## config.mk

```make
export PLATFORM = sky130hd
export DESIGN_NAME = vigenere_letter_cipher
export DESIGN_NICKNAME = d
export VERILOG_FILES = /design/src/hw/rtl/vlc_pkg.sv /design/src/hw/rtl/vlc_ctrl.sv /design/src/hw/rtl/vlc_datapath.sv /design/src/hw/rtl/vigenere_letter_cipher.sv
export SDC_FILE = /design/constraint.sdc
export NUM_CORES = 1
export LEC_CHECK = 0
export BUFFER_PORTS_ARGS = -buffer_cell sky130_fd_sc_hd__buf_2
export CAP_MARGIN = 20
export CORE_ASPECT_RATIO = 1.2
export CORE_MARGIN = 8
export CORE_UTILIZATION = 55
export CTS_CLUSTER_SIZE = 14
export DETAILED_ROUTE_END_ITERATION = 7
export GPL_ROUTABILITY_DRIVEN = 1
export PLACE_DENSITY_LB_ADDON = 0.1
export SLEW_MARGIN = 20
export SYNTH_ARGS = -nofsm -noshare
export SYNTH_HDL_FRONTEND = slang
export SYNTH_SLANG_ARGS = --single-unit
```

## constraint.sdc

```tcl
create_clock -name clk -period 18.2 [get_ports clk]
set_input_delay 3.64 -clock clk [delete_from_list [all_inputs] [get_ports clk]]
set_output_delay 3.64 -clock clk [all_outputs]
set_load 0.02 [all_outputs]
```

## src/hw/rtl/vlc_pkg.sv

```systemverilog
`timescale 1ns / 1ps

package vlc_pkg;

  // Key geometry.
  localparam int KEY_CHARS   = 16;
  localparam int KEY_IDX_W   = 4;
  localparam int KEY_LEN_W   = 5;
  localparam int KEY_WORD_W  = 64;
  localparam int BYTES_PER_W = 8;

  // Payload and configuration widths.
  localparam int BYTE_W      = 8;
  localparam int CFG_IDX_W   = 8;
  localparam int CFG_DATA_W  = 64;

  // Register indexes of the configuration port.
  localparam logic [CFG_IDX_W-1:0] REG_KEY_LENGTH      = 8'd0;
  localparam logic [CFG_IDX_W-1:0] REG_DECRYPT_MODE    = 8'd1;
  localparam logic [CFG_IDX_W-1:0] REG_KEY_BYTES_LOWER = 8'd2;
  localparam logic [CFG_IDX_W-1:0] REG_KEY_BYTES_UPPER = 8'd3;

  // Character codes.
  localparam logic [BYTE_W-1:0] CHAR_UPPER_A = 8'd65;
  localparam logic [BYTE_W-1:0] CHAR_UPPER_Z = 8'd90;
  localparam logic [BYTE_W-1:0] CHAR_LOWER_A = 8'd97;
  localparam logic [BYTE_W-1:0] CHAR_LOWER_Z = 8'd122;
  localparam logic [5:0]        ALPHABET_SIZE = 6'd26;

  // Commands from the controller to the datapath.
  typedef struct packed {
    logic load_text;
    logic lookup;
    logic apply;
  } vlc_cmd_t;

endpackage

```

## src/hw/rtl/vlc_ctrl.sv

```systemverilog
`timescale 1ns / 1ps

module vlc_ctrl (
  input  logic              clk,
  input  logic              rst_n,
  input  logic              in_valid,
  output logic              in_ready,
  output logic              out_valid,
  input  logic              out_ready,
  output vlc_pkg::vlc_cmd_t cmd
);
  import vlc_pkg::*;

  typedef enum logic [1:0] {
    ST_IDLE,
    ST_LOOKUP,
    ST_APPLY
  } state_t;

  state_t state_r, state_nxt;
  logic   out_valid_r, out_valid_nxt;
  logic   load_ok;
  logic   in_acc;

  // The output register can take a new result when it is empty or being drained.
  assign load_ok  = !out_valid_r || out_ready;
  assign in_ready = (state_r == ST_IDLE) || ((state_r == ST_APPLY) && load_ok);
  assign in_acc   = in_valid && in_ready;

  assign cmd.load_text = in_acc;
  assign cmd.lookup    = (state_r == ST_LOOKUP);
  assign cmd.apply     = (state_r == ST_APPLY) && load_ok;

  assign out_valid = out_valid_r;

  always_comb begin
    state_nxt     = state_r;
    out_valid_nxt = out_valid_r;
    if (out_valid_r && out_ready) begin
      out_valid_nxt = 1'b0;
    end
    unique case (state_r)
      ST_IDLE: begin
        if (in_acc) begin
          state_nxt = ST_LOOKUP;
        end
      end
      ST_LOOKUP: begin
        state_nxt = ST_APPLY;
      end
      ST_APPLY: begin
        if (load_ok) begin
          out_valid_nxt = 1'b1;
          state_nxt     = in_acc ? ST_LOOKUP : ST_IDLE;
        end
      end
      default: begin
        state_nxt = ST_IDLE;
      end
    endcase
  end

  always_ff @(posedge clk) begin
    if (!rst_n) begin
      state_r     <= ST_IDLE;
      out_valid_r <= 1'b0;
    end else begin
      state_r     <= state_nxt;
      out_valid_r <= out_valid_nxt;
    end
  end

  a_apply_fills_output: assert property (@(posedge clk) disable iff (!rst_n)
    cmd.apply |=> out_valid_r)
    else $error("result not presented after apply");

  a_lookup_then_apply: assert property (@(posedge clk) disable iff (!rst_n)
    (state_r == ST_LOOKUP) |=> (state_r == ST_APPLY))
    else $error("lookup not followed by apply");

  a_accept_starts_lookup: assert property (@(posedge clk) disable iff (!rst_n)
    in_acc |=> (state_r == ST_LOOKUP))
    else $error("accepted item did not start a lookup");

  a_no_accept_in_lookup: assert property (@(posedge clk) disable iff (!rst_n)
    (state_r == ST_LOOKUP) |-> !in_ready)
    else $error("input ready while an item is in lookup");

endmodule

```

## src/hw/rtl/vlc_datapath.sv

```systemverilog
`timescale 1ns / 1ps

module vlc_datapath (
  input  logic                                clk,
  input  logic                                rst_n,
  input  vlc_pkg::vlc_cmd_t                   cmd,
  input  logic [vlc_pkg::BYTE_W-1:0]          in_text_byte,
  input  logic                                cfg_write,
  input  logic [vlc_pkg::CFG_IDX_W-1:0]       cfg_index,
  input  logic [vlc_pkg::CFG_DATA_W-1:0]      cfg_data,
  output logic [vlc_pkg::BYTE_W-1:0]          out_result_byte,
  output logic                                out_no_key_letter
);
  import vlc_pkg::*;

  function automatic logic is_upper(input logic [BYTE_W-1:0] c);
    return (c >= CHAR_UPPER_A) && (c <= CHAR_UPPER_Z);
  endfunction

  function automatic logic is_lower(input logic [BYTE_W-1:0] c);
    return (c >= CHAR_LOWER_A) && (c <= CHAR_LOWER_Z);
  endfunction

  function automatic logic is_letter(input logic [BYTE_W-1:0] c);
    return is_upper(c) || is_lower(c);
  endfunction

  // Remainder of a 4-bit position by a nonzero length, four restoring steps.
  function automatic logic [KEY_IDX_W-1:0] pos_mod(input logic [KEY_IDX_W-1:0] p,
                                                   input logic [KEY_LEN_W-1:0] l);
    logic [8:0] r;
    logic [8:0] d;
    r = {5'b0, p};
    for (int s = KEY_IDX_W - 1; s >= 0; s--) begin
      d = {4'b0, l} << s;
      if (r >= d) begin
        r = r - d;
      end
    end
    return r[KEY_IDX_W-1:0];
  endfunction

  // Lowest set bit: {found, index}.
  function automatic logic [KEY_IDX_W:0] first_set(input logic [KEY_CHARS-1:0] m);
    logic [KEY_IDX_W:0] res;
    res = '0;
    for (int i = KEY_CHARS - 1; i >= 0; i--) begin
      if (m[i]) begin
        res = {1'b1, KEY_IDX_W'(i)};
      end
    end
    return res;
  endfunction

  // Configuration and key state.
  logic [KEY_LEN_W-1:0]  key_length_r;
  logic                  decrypt_r;
  logic [KEY_WORD_W-1:0] key_lo_r;
  logic [KEY_WORD_W-1:0] key_hi_r;
  logic [KEY_IDX_W-1:0]  key_pos_r, key_pos_nxt;

  // Item registers.
  logic [BYTE_W-1:0]     text_r;
  logic [KEY_IDX_W-1:0]  sel_pos_r;
  logic                  found_r;
  logic                  empty_r;
  logic [BYTE_W-1:0]     result_r, result_nxt;
  logic                  flag_r, flag_nxt;

  logic [BYTE_W-1:0]     kb [KEY_CHARS];
  logic [KEY_LEN_W-1:0]  len;
  logic [KEY_IDX_W-1:0]  pos_m;
  logic [KEY_CHARS-1:0]  letter_mask;
  logic [KEY_CHARS-1:0]  ge_mask;
  logic [KEY_IDX_W:0]    hit_hi;
  logic [KEY_IDX_W:0]    hit_any;
  logic [KEY_IDX_W:0]    hit;

  logic [BYTE_W-1:0]     k;
  logic [4:0]            rot;
  logic [BYTE_W-1:0]     base;
  logic [4:0]            off;
  logic [5:0]            sum;
  logic [5:0]            sum_red;
  logic [BYTE_W-1:0]     shifted;

  always_comb begin
    for (int i = 0; i < BYTES_PER_W; i++) begin
      kb[i]               = key_lo_r[i*BYTE_W +: BYTE_W];
      kb[i + BYTES_PER_W] = key_hi_r[i*BYTE_W +: BYTE_W];
    end
  end

  // Lookup: find the next key letter at or after the (reduced) position, wrapping.
  always_comb begin
    len = (key_length_r > KEY_LEN_W'(KEY_CHARS)) ? KEY_LEN_W'(KEY_CHARS) : key_length_r;
    pos_m = pos_mod(key_pos_r, len);
    for (int i = 0; i < KEY_CHARS; i++) begin
      letter_mask[i] = is_letter(kb[i]) && (KEY_LEN_W'(i) < len);
      ge_mask[i]     = (KEY_IDX_W'(i) >= pos_m);
    end
    hit_hi  = first_set(letter_mask & ge_mask);
    hit_any = first_set(letter_mask);
    hit     = hit_hi[KEY_IDX_W] ? hit_hi : hit_any;
  end

  // Apply: shift the text letter by the selected key letter.
  always_comb begin
    k    = kb[sel_pos_r];
    rot  = is_lower(k) ? 5'(k - CHAR_LOWER_A) : 5'(k - CHAR_UPPER_A);
    base = is_upper(text_r) ? CHAR_UPPER_A : CHAR_LOWER_A;
    off  = 5'(text_r - base);
    if (decrypt_r) begin
      sum = {1'b0, off} + ALPHABET_SIZE - {1'b0, rot};
    end else begin
      sum = {1'b0, off} + {1'b0, rot};
    end
    sum_red = (sum >= ALPHABET_SIZE) ? (sum - ALPHABET_SIZE) : sum;
    shifted = base + {3'b0, sum_red[4:0]};

    result_nxt  = text_r;
    flag_nxt    = 1'b0;
    key_pos_nxt = key_pos_r;
    if (!empty_r) begin
      if (!found_r) begin
        flag_nxt = 1'b1;
      end else if (is_letter(text_r)) begin
        result_nxt  = shifted;
        key_pos_nxt = (({1'b0, sel_pos_r} + 5'd1) == len) ? '0 : (sel_pos_r + 4'd1);
      end else begin
        // The key letter found is kept for the next text letter.
        key_pos_nxt = sel_pos_r;
      end
    end
  end

  always_ff @(posedge clk) begin
    if (!rst_n) begin
      key_length_r <= '0;
      decrypt_r    <= 1'b0;
      key_lo_r     <= '0;
      key_hi_r     <= '0;
      key_pos_r    <= '0;
    end else begin
      if (cfg_write) begin
        case (cfg_index)
          REG_KEY_LENGTH:      key_length_r <= cfg_data[KEY_LEN_W-1:0];
          REG_DECRYPT_MODE:    decrypt_r    <= cfg_data[0];
          REG_KEY_BYTES_LOWER: key_lo_r     <= cfg_data;
          REG_KEY_BYTES_UPPER: key_hi_r     <= cfg_data;
          default: ;
        endcase
      end
      if (cmd.apply) begin
        key_pos_r <= key_pos_nxt;
      end
    end
  end

  always_ff @(posedge clk) begin
    if (cmd.load_text) begin
      text_r <= in_text_byte;
    end
    if (cmd.lookup) begin
      sel_pos_r <= hit[KEY_IDX_W-1:0];
      found_r   <= hit[KEY_IDX_W];
      empty_r   <= (len == '0);
    end
    if (cmd.apply) begin
      result_r <= result_nxt;
      flag_r   <= flag_nxt;
    end
  end

  assign out_result_byte   = result_r;
  assign out_no_key_letter = flag_r;

endmodule

```

## src/hw/rtl/vigenere_letter_cipher.sv

```systemverilog
`timescale 1ns / 1ps

// Vigenere cipher on a byte stream: each input item carries one text byte and
// yields one result item. Letters are shifted forward (encrypt) or backward
// (decrypt) by the next letter of a repeating key of up to 16 bytes, keeping
// their case; key bytes that are not letters are skipped, and every other text
// byte passes unchanged without using a key letter. A key length of zero passes
// everything through; a key holding no letter passes the byte and sets
// no_key_letter. An item passes through a lookup state, which searches the key
// for the next letter from the stored position, and then an apply state, which
// applies the shift and loads the output register. A new item is taken in the
// cycle its predecessor's result is loaded; a full output register that is not
// being taken holds the block.
// Configuration registers: 0 key_length, 1 decrypt_mode, 2 key bytes 0-7,
// 3 key bytes 8-15 (byte 0 in the lowest bits); write only while idle.
module vigenere_letter_cipher (
  input  logic                                clk,
  input  logic                                rst_n,
  input  logic                                in_valid,
  output logic                                in_ready,
  input  logic [vlc_pkg::BYTE_W-1:0]          in_text_byte,
  output logic                                out_valid,
  input  logic                                out_ready,
  output logic [vlc_pkg::BYTE_W-1:0]          out_result_byte,
  output logic                                out_no_key_letter,
  input  logic                                cfg_valid,
  output logic                                cfg_ready,
  input  logic [vlc_pkg::CFG_IDX_W-1:0]       cfg_index,
  input  logic [vlc_pkg::CFG_DATA_W-1:0]      cfg_data
);
  import vlc_pkg::*;

  vlc_cmd_t cmd;

  assign cfg_ready = 1'b1;

  vlc_ctrl u_ctrl (
    .clk       (clk),
    .rst_n     (rst_n),
    .in_valid  (in_valid),
    .in_ready  (in_ready),
    .out_valid (out_valid),
    .out_ready (out_ready),
    .cmd       (cmd)
  );

  vlc_datapath u_datapath (
    .clk               (clk),
    .rst_n             (rst_n),
    .cmd               (cmd),
    .in_text_byte      (in_text_byte),
    .cfg_write         (cfg_valid && cfg_ready),
    .cfg_index         (cfg_index),
    .cfg_data          (cfg_data),
    .out_result_byte   (out_result_byte),
    .out_no_key_letter (out_no_key_letter)
  );

endmodule
```

=== After elaboration in Yosys (flattened, before gate mapping) ===
Index checks and enable logic that the tools add are counted.
Widths: inputs -> output; s select.

* Word-level logic and storage cells: 289
* Register bits: 164

* Muxes and demuxes: 58
* Equality and inequality tests: 8
* $lt $le $gt $ge: 109
* Bitwise operators: 3
* Reduce and logical (&&, ||, !) cells: 84
* $add $sub $neg: 14

{| class="wikitable"
|+ Operators by type and width
! cell !! count
|-
| $ge 8x7->1 const B || 35
|-
| $le 8x7->1 const B || 35
|-
| $mux 5 || 20
|-
| $mux 4 || 19
|-
| $logic_and 1x1->1 || 54
|-
| $lt 4x5->1 const A || 8
|-
| $mux 8 || 5
|-
| $bmux 8 s4 || 1
|-
| $ge 4x4->1 const A || 8
|-
| $mux 9 || 3
|-
| $lt 3x5->1 const A || 4
|-
| $logic_or 1x1->1 || 19
|-
| $and 16x16->16 || 1
|-
| $eq 8x2->1 const B || 2
|-
| $ge 3x4->1 const A || 4
|-
| $reduce_or 16->1 || 1
|-
| $mux 6 || 2
|-
| $lt 1x5->1 const A || 2
|-
| $lt 2x5->1 const A || 2
|-
| $reduce_and 2->1 || 5
|-
| $sub 5x1->5 const B || 2
|-
| $ge 9x5->1 || 1
|-
| $ge 9x6->1 || 1
|-
| $ge 9x7->1 || 1
|-
| other kinds (33) || 41
|}

=== Depth between registers and ports, before layout ===
* Word-level depth: 29
* Depth in mapped cells: 41
* Depth with buffers taken out: 37

=== By module ===
From an unflattened synthesis, not the netlist that was laid out.

* Cell total of the unflattened synthesis: 1181
* Area, all modules: 9686.8 µm²

{| class="wikitable"
|+ Modules (own cells, without submodules)
! module !! cells each !! area an instance (µm²) !! instances
|-
| vlc_datapath || 1163 || 9507.9 || 1
|-
| vlc_ctrl || 16 || 167.7 || 1
|-
| vigenere_letter_cipher || 2 || 11.3 || 1
|}

=== Least setup slack after synthesis ===
No wires, ideal clock.

* Path type: register -> register
* Start point: reg u_datapath.key_length_r[4]
* End point: reg u_datapath.sel_pos_r[1] (data pin)
* Slack: 9.940 ns
* Buffers on the path: 4
* Arrival: 7.987 ns
* Cell stages (with the launch flop): 40
* Required time: 17.927 ns
* Cells stage by stage: dfxtp_1 > clkbuf_1 > clkbuf_1 > nor2b_1 > ha_1 > inv_1 > ha_1 > or4b_2 > o21ai_2 > nand2_1 > a21boi_0 > ha_1 > nor2b_1 > o2111ai_1 > o2111ai_2 > nor3_2 > mux2i_1 > ha_1 > [4 not listed] > and4_4 > and2_1 > buf_6 > mux2i_4 > ha_1 > a21oi_1 > nor2b_1 > o21ai_0 > nand2b_1 > a211oi_1 > o21a_1 > buf_1 > o2111a_1 > a211oi_2 > o32ai_1 > a21oi_1 > a221oi_1 > o32ai_2

* Cells in the longest elaborated chain, start to end: 29

{| class="wikitable"
|+ Ends and longest elaborated chain
! element !! RTL line !! RTL
|-
| start: declaration || vlc_datapath.sv:56 || <nowiki>logic [KEY_LEN_W-1:0] key_length_r;</nowiki>
|-
| start signal: assignment || vlc_datapath.sv:147 || <nowiki>REG_KEY_LENGTH: key_length_r <= cfg_data[KEY_LEN_W-1:0];</nowiki>
|-
| $gt 5x5->1 || vlc_datapath.sv:96 || <nowiki>len = (key_length_r > KEY_LEN_W'(KEY_CHARS)) ? KEY_LEN_W'(KEY_CHARS) : key_length_r;</nowiki>
|-
| $mux 5 * || vlc_datapath.sv:96 ||
|-
| $sub 4x8->9 or $ge 4x8->1 (tied branches) || vlc_datapath.sv:37, vlc_datapath.sv:36 ||
|-
| $mux 9 || vlc_datapath.sv:36 || <nowiki>if (r >= d) begin</nowiki>
|-
| $sub 9x7->9 or $ge 9x7->1 (tied branches) || vlc_datapath.sv:37, vlc_datapath.sv:36 ||
|-
| $mux 9 || vlc_datapath.sv:36 ||
|-
| $sub 9x6->9 or $ge 9x6->1 (tied branches) || vlc_datapath.sv:37, vlc_datapath.sv:36 ||
|-
| $mux 9 || vlc_datapath.sv:36 ||
|-
| $ge 9x5->1 or $sub 4x4->4 (tied branches) || vlc_datapath.sv:36, vlc_datapath.sv:37 ||
|-
| $mux 4 || vlc_datapath.sv:36 ||
|-
| $ge 4x4->1 || vlc_datapath.sv:100 || <nowiki>ge_mask[i] = (KEY_IDX_W'(i) >= pos_m);</nowiki>
|-
| $and 16x16->16 || vlc_datapath.sv:102 || <nowiki>hit_hi = first_set(letter_mask & ge_mask);</nowiki>
|-
| $mux 5 (16 in a row) || vlc_datapath.sv:48 || <nowiki>if (m[i]) begin</nowiki>
|-
| $mux 4 * || vlc_datapath.sv:104 || <nowiki>hit = hit_hi[KEY_IDX_W] ? hit_hi : hit_any;</nowiki>
|-
| named net u_datapath.hit[1] || vlc_datapath.sv:77 || <nowiki>logic [KEY_IDX_W:0] hit;</nowiki>
|-
| end signal: assignment || vlc_datapath.sv:165 || <nowiki>sel_pos_r <= hit[KEY_IDX_W-1:0];</nowiki>
|-
| end: declaration || vlc_datapath.sv:64 || <nowiki>logic [KEY_IDX_W-1:0] sel_pos_r;</nowiki>
|}

Mark *: on every way through the listed nets, which the timed path passes. The rest lies on a longest branch.
A chain may end at the register's enable or synchronous reset.

=== Worst setup path after layout ===
* Start point: reg u_datapath.key_length_r[0]
* End point: reg u_datapath.sel_pos_r[1] (data pin)

The elaborated chain is that of the path after synthesis.

==> results.toml <==
[die]
dieArea_um2 = 22400
core_um2 = 17500
fp-row-count = 53
die_h_um = 162
io_pins = 97
die_w_um = 138
start_util_pct = 56.1

[power_and_ir_drop]
switching_share_pct = 27.8
power_frac_seq_pct = 42.3
power_leakage_uw = 0.00405
p_int_uw = 578
fin_total_pwr_uw = 802
comb_power_share_pct = 13.9
cellPowerDensity_nw_per_um2 = 73.3
netSwitchingPower_uw = 223
clkPwrFrac_pct = 43.9
ir_drop_mv = 0.0864

[sta]
setup_viol = 0
fin_crit_sh_pct = 56.5
skew_ns = 0.00667
rsz0062_at_grt = "false"
slew_viol_final = 0
worst_hold_slack_ns = 0.465
tightest_slew_ns = 1.05
fin_setup_tns_ns = 0
period_needed_ns = 10.28
fmax_mhz = 97.3
maxSlewHeadroom_pct = 29.1
hold_viol = 0

[place]
placed_area_um2 = 10300
place_congestion = 0.959
post-dp-hpwl_um = 20800
numPortBuffers = 87

[setup_path]
cpMaxStageDelayCell = "nor2_1"
crit_required_ns = 18.36
crit_path_end_kind = "register"
worst-r2r-setup-slack_ns = 7.92
cp_max_fo = 11
rr_startpoint = "u_datapath.key_length_r[0]"
path_class = "reg2reg"
reg2regPathDepth = 33
max_stage_delay_ns = 0.65
reg2reg_to = "u_datapath.sel_pos_r[1]"
cp-start-kind = "register"
cp.arrival_ns = 10.44

[synthesis]
syn_area_um2 = 9820
synth_top_area_share_pct = 25.5
synth_top_area_cell = "dfxtp_1"
avgSynthCellArea_um2 = 8.13
synth.most_common_cell = "nand2_1"
yosysWarnings = 0
ys_async_sr_fraction_pct = 0
yosysUniqueCellTypes = 93
postSynthCellCount = 1208
yosys-top-cells-area = "dfxtp_1 25%, nand2_1 11%, a21boi_0 8.8%"
synth-seq-area-share_pct = 32.5
synth_enable_flop_cells = 23
synth_ff_type = "dfxtp_1"
yosys-top-cells-count = "285 x nand2_1, 125 x dfxtp_1, 115 x a21boi_0"
synth_nets = 1335
synth_seq_cells = 148

[cells_and_area]
seqCellArea_um2 = 3190
fillCellCount = 1616
fin_area_um2 = 10900
drive_above_1_share_pct = 14.1
synthToLayoutAreaGrowth_pct = 11.4
diodes = 0
fin_nets = 1380
multiInputGateArea_um2 = 6220

[cts]
cts_resized = 0
ctsLongestPathBuffers = 2
path_clk_slew_ns = 0.07
cts_buffers = 17
htree_levels = 4
root_buffer = "clkbuf_16"
postCtsHoldBufs = 0
cts_setup_buffers = 0
cts_tree = "yes"
worstSkewPairLatency_ns = 0.43
clock-sinks = 148

[global_routing]
grtUsageMet2_pct = 42.5
grt_max_degree = 126
antenna_found_initial = 0
top_usage_layer = "met2"
use_met3_pct = 4.04
grtUsageMet1_pct = 31.7
overflow = 0
track_usage_pct = 25.3
grt_pass1_wl_um = 45300
grt_pass1_vias = 8663

[min_path]
min_to = "u_datapath.key_lo_r[39]"
hold_depth = 2
holdCritStartpoint = "u_datapath.key_lo_r[39]"
min_path_type = "reg2reg"

[route]
routedWlPerCell_um = 18.8
initialDrtViolationCount = 590
dr.pass1.iters = 5
antenna_left = 0
drc_errors = 0
vias = 9022
wl_um = 28000
via_per_inst = 6.07

[flow_run]
drv_cap = 0

[run_status]
outcome = "finished, final reports clean"
[routing by layer]
metal,share of wire (%),up-vias
met4,2.8,0
li1,-,4424
met1,42,4279
met3,5.1,53
met5,0,-
met2,50,266
[worst max path at each step]
| stage | startpoint | to | slack [ns] | cells past startpoint |
|---|---|---|---|---|
| global placement | u_datapath.key_length_r[0] | u_datapath.sel_pos_r[1] | 8.08 | 33 |
| global route | u_datapath.key_length_r[0] | u_datapath.sel_pos_r[1] | 7.13 | 33 |
| CTS | u_datapath.key_length_r[0] | u_datapath.sel_pos_r[1] | 7.99 | 33 |
| floorplan | u_datapath.key_length_r[4] | u_datapath.sel_pos_r[1] | 9.94 | 39 |
| detailed placement | u_datapath.key_length_r[0] | u_datapath.sel_pos_r[1] | 8.03 | 33 |
| finish | u_datapath.key_length_r[0] | u_datapath.sel_pos_r[1] | 7.92 | 33 |
[flip-flops by register name, indices dropped and copies added, names as in the netlist]
register                      count
u_datapath.key_pos_r              4
u_ctrl.out_valid                  1
u_datapath.text_r                 8
u_datapath.key_hi_r              56
u_ctrl.state_r                    2
u_datapath.empty_r                1
u_datapath.key_lo_r              56
u_datapath.out_result_byte        8
u_datapath.out_no_key_letter      1
u_datapath.sel_pos_r              4
u_datapath.found_r                1
u_datapath.key_length_r           5
u_datapath.decrypt_r              1
[worst max-delay path, delay by kind of cell, from the launching register on]
family | cells | cell delay [ns]
simple gates | 12 | 3.75
compound gates | 15 | 3.60
fa+ha+maj | 4 | 1.21
mux | 2 | 0.81
flops | 1 | 0.62
[stage by stage]
stage / setup WS (ns) / cells / utilization (%)
2_1_floorplan: 9.94 / 1208 / -
3_3_place_gp: 8.08 / 1454 / 59.0
3_5_place_dp: 8.03 / 1454 / 59.0
4_1_cts: 7.99 / 1486 / 62.4
5_1_grt: 7.13 / 1486 / 62.5
6_report: 7.92 / 1486 / 62.5
[power by group through the flow]
stage	sequential [uW]	clock, uW	combinational, uW
6_report	339	352	111
3_5_place_dp	346	0	111
4_1_cts	339	356	112
2_1_floorplan	345	0	83.7
3_3_place_gp	346	0	109
5_1_grt	339	369	125
[layout by cell type, fill, tap and decap left out, types with 11 or more instances in the layout]
cell	count
clkbuf_16	17
buf_2	87
nor2b_1	20
nand2_1	285
a21oi_1	54
xnor2_1	13
inv_1	39
dfxtp_1	125
xor2_1	15
nor3_1	24
ha_1	37
nand3_1	25
o21ai_0	41
a21o_1	11
mux2i_1	22
nor2_1	51
mux4_2	13
a21boi_0	115
o211ai_1	12
edfxtp_1	23
[cell families after synthesis]
| logic type | synth area share, % |
|---|---|
| and+or+nand+nor | 23.3 |
| AOI/OAI and AO/OA | 24.7 |
| DFF | 32.5 |
| buffers and inverters | 4.46 |
| muxes | 6.71 |
| adders and majority gates | 5.73 |
| xor gates and xnor gates | 2.50 |
| other | 0.0382 |
[layout make-up]
class,instances,share of cell area (%)
clock inverters,15,1.50
inverters,41,1.41
well taps,220,2.52
multi-input cells,949,56.9
flip-flops and latches,148,29.2
clock buffers,17,3.89
repair buffers,96,4.60
Note: power is estimated with default switching activity, not from simulation.
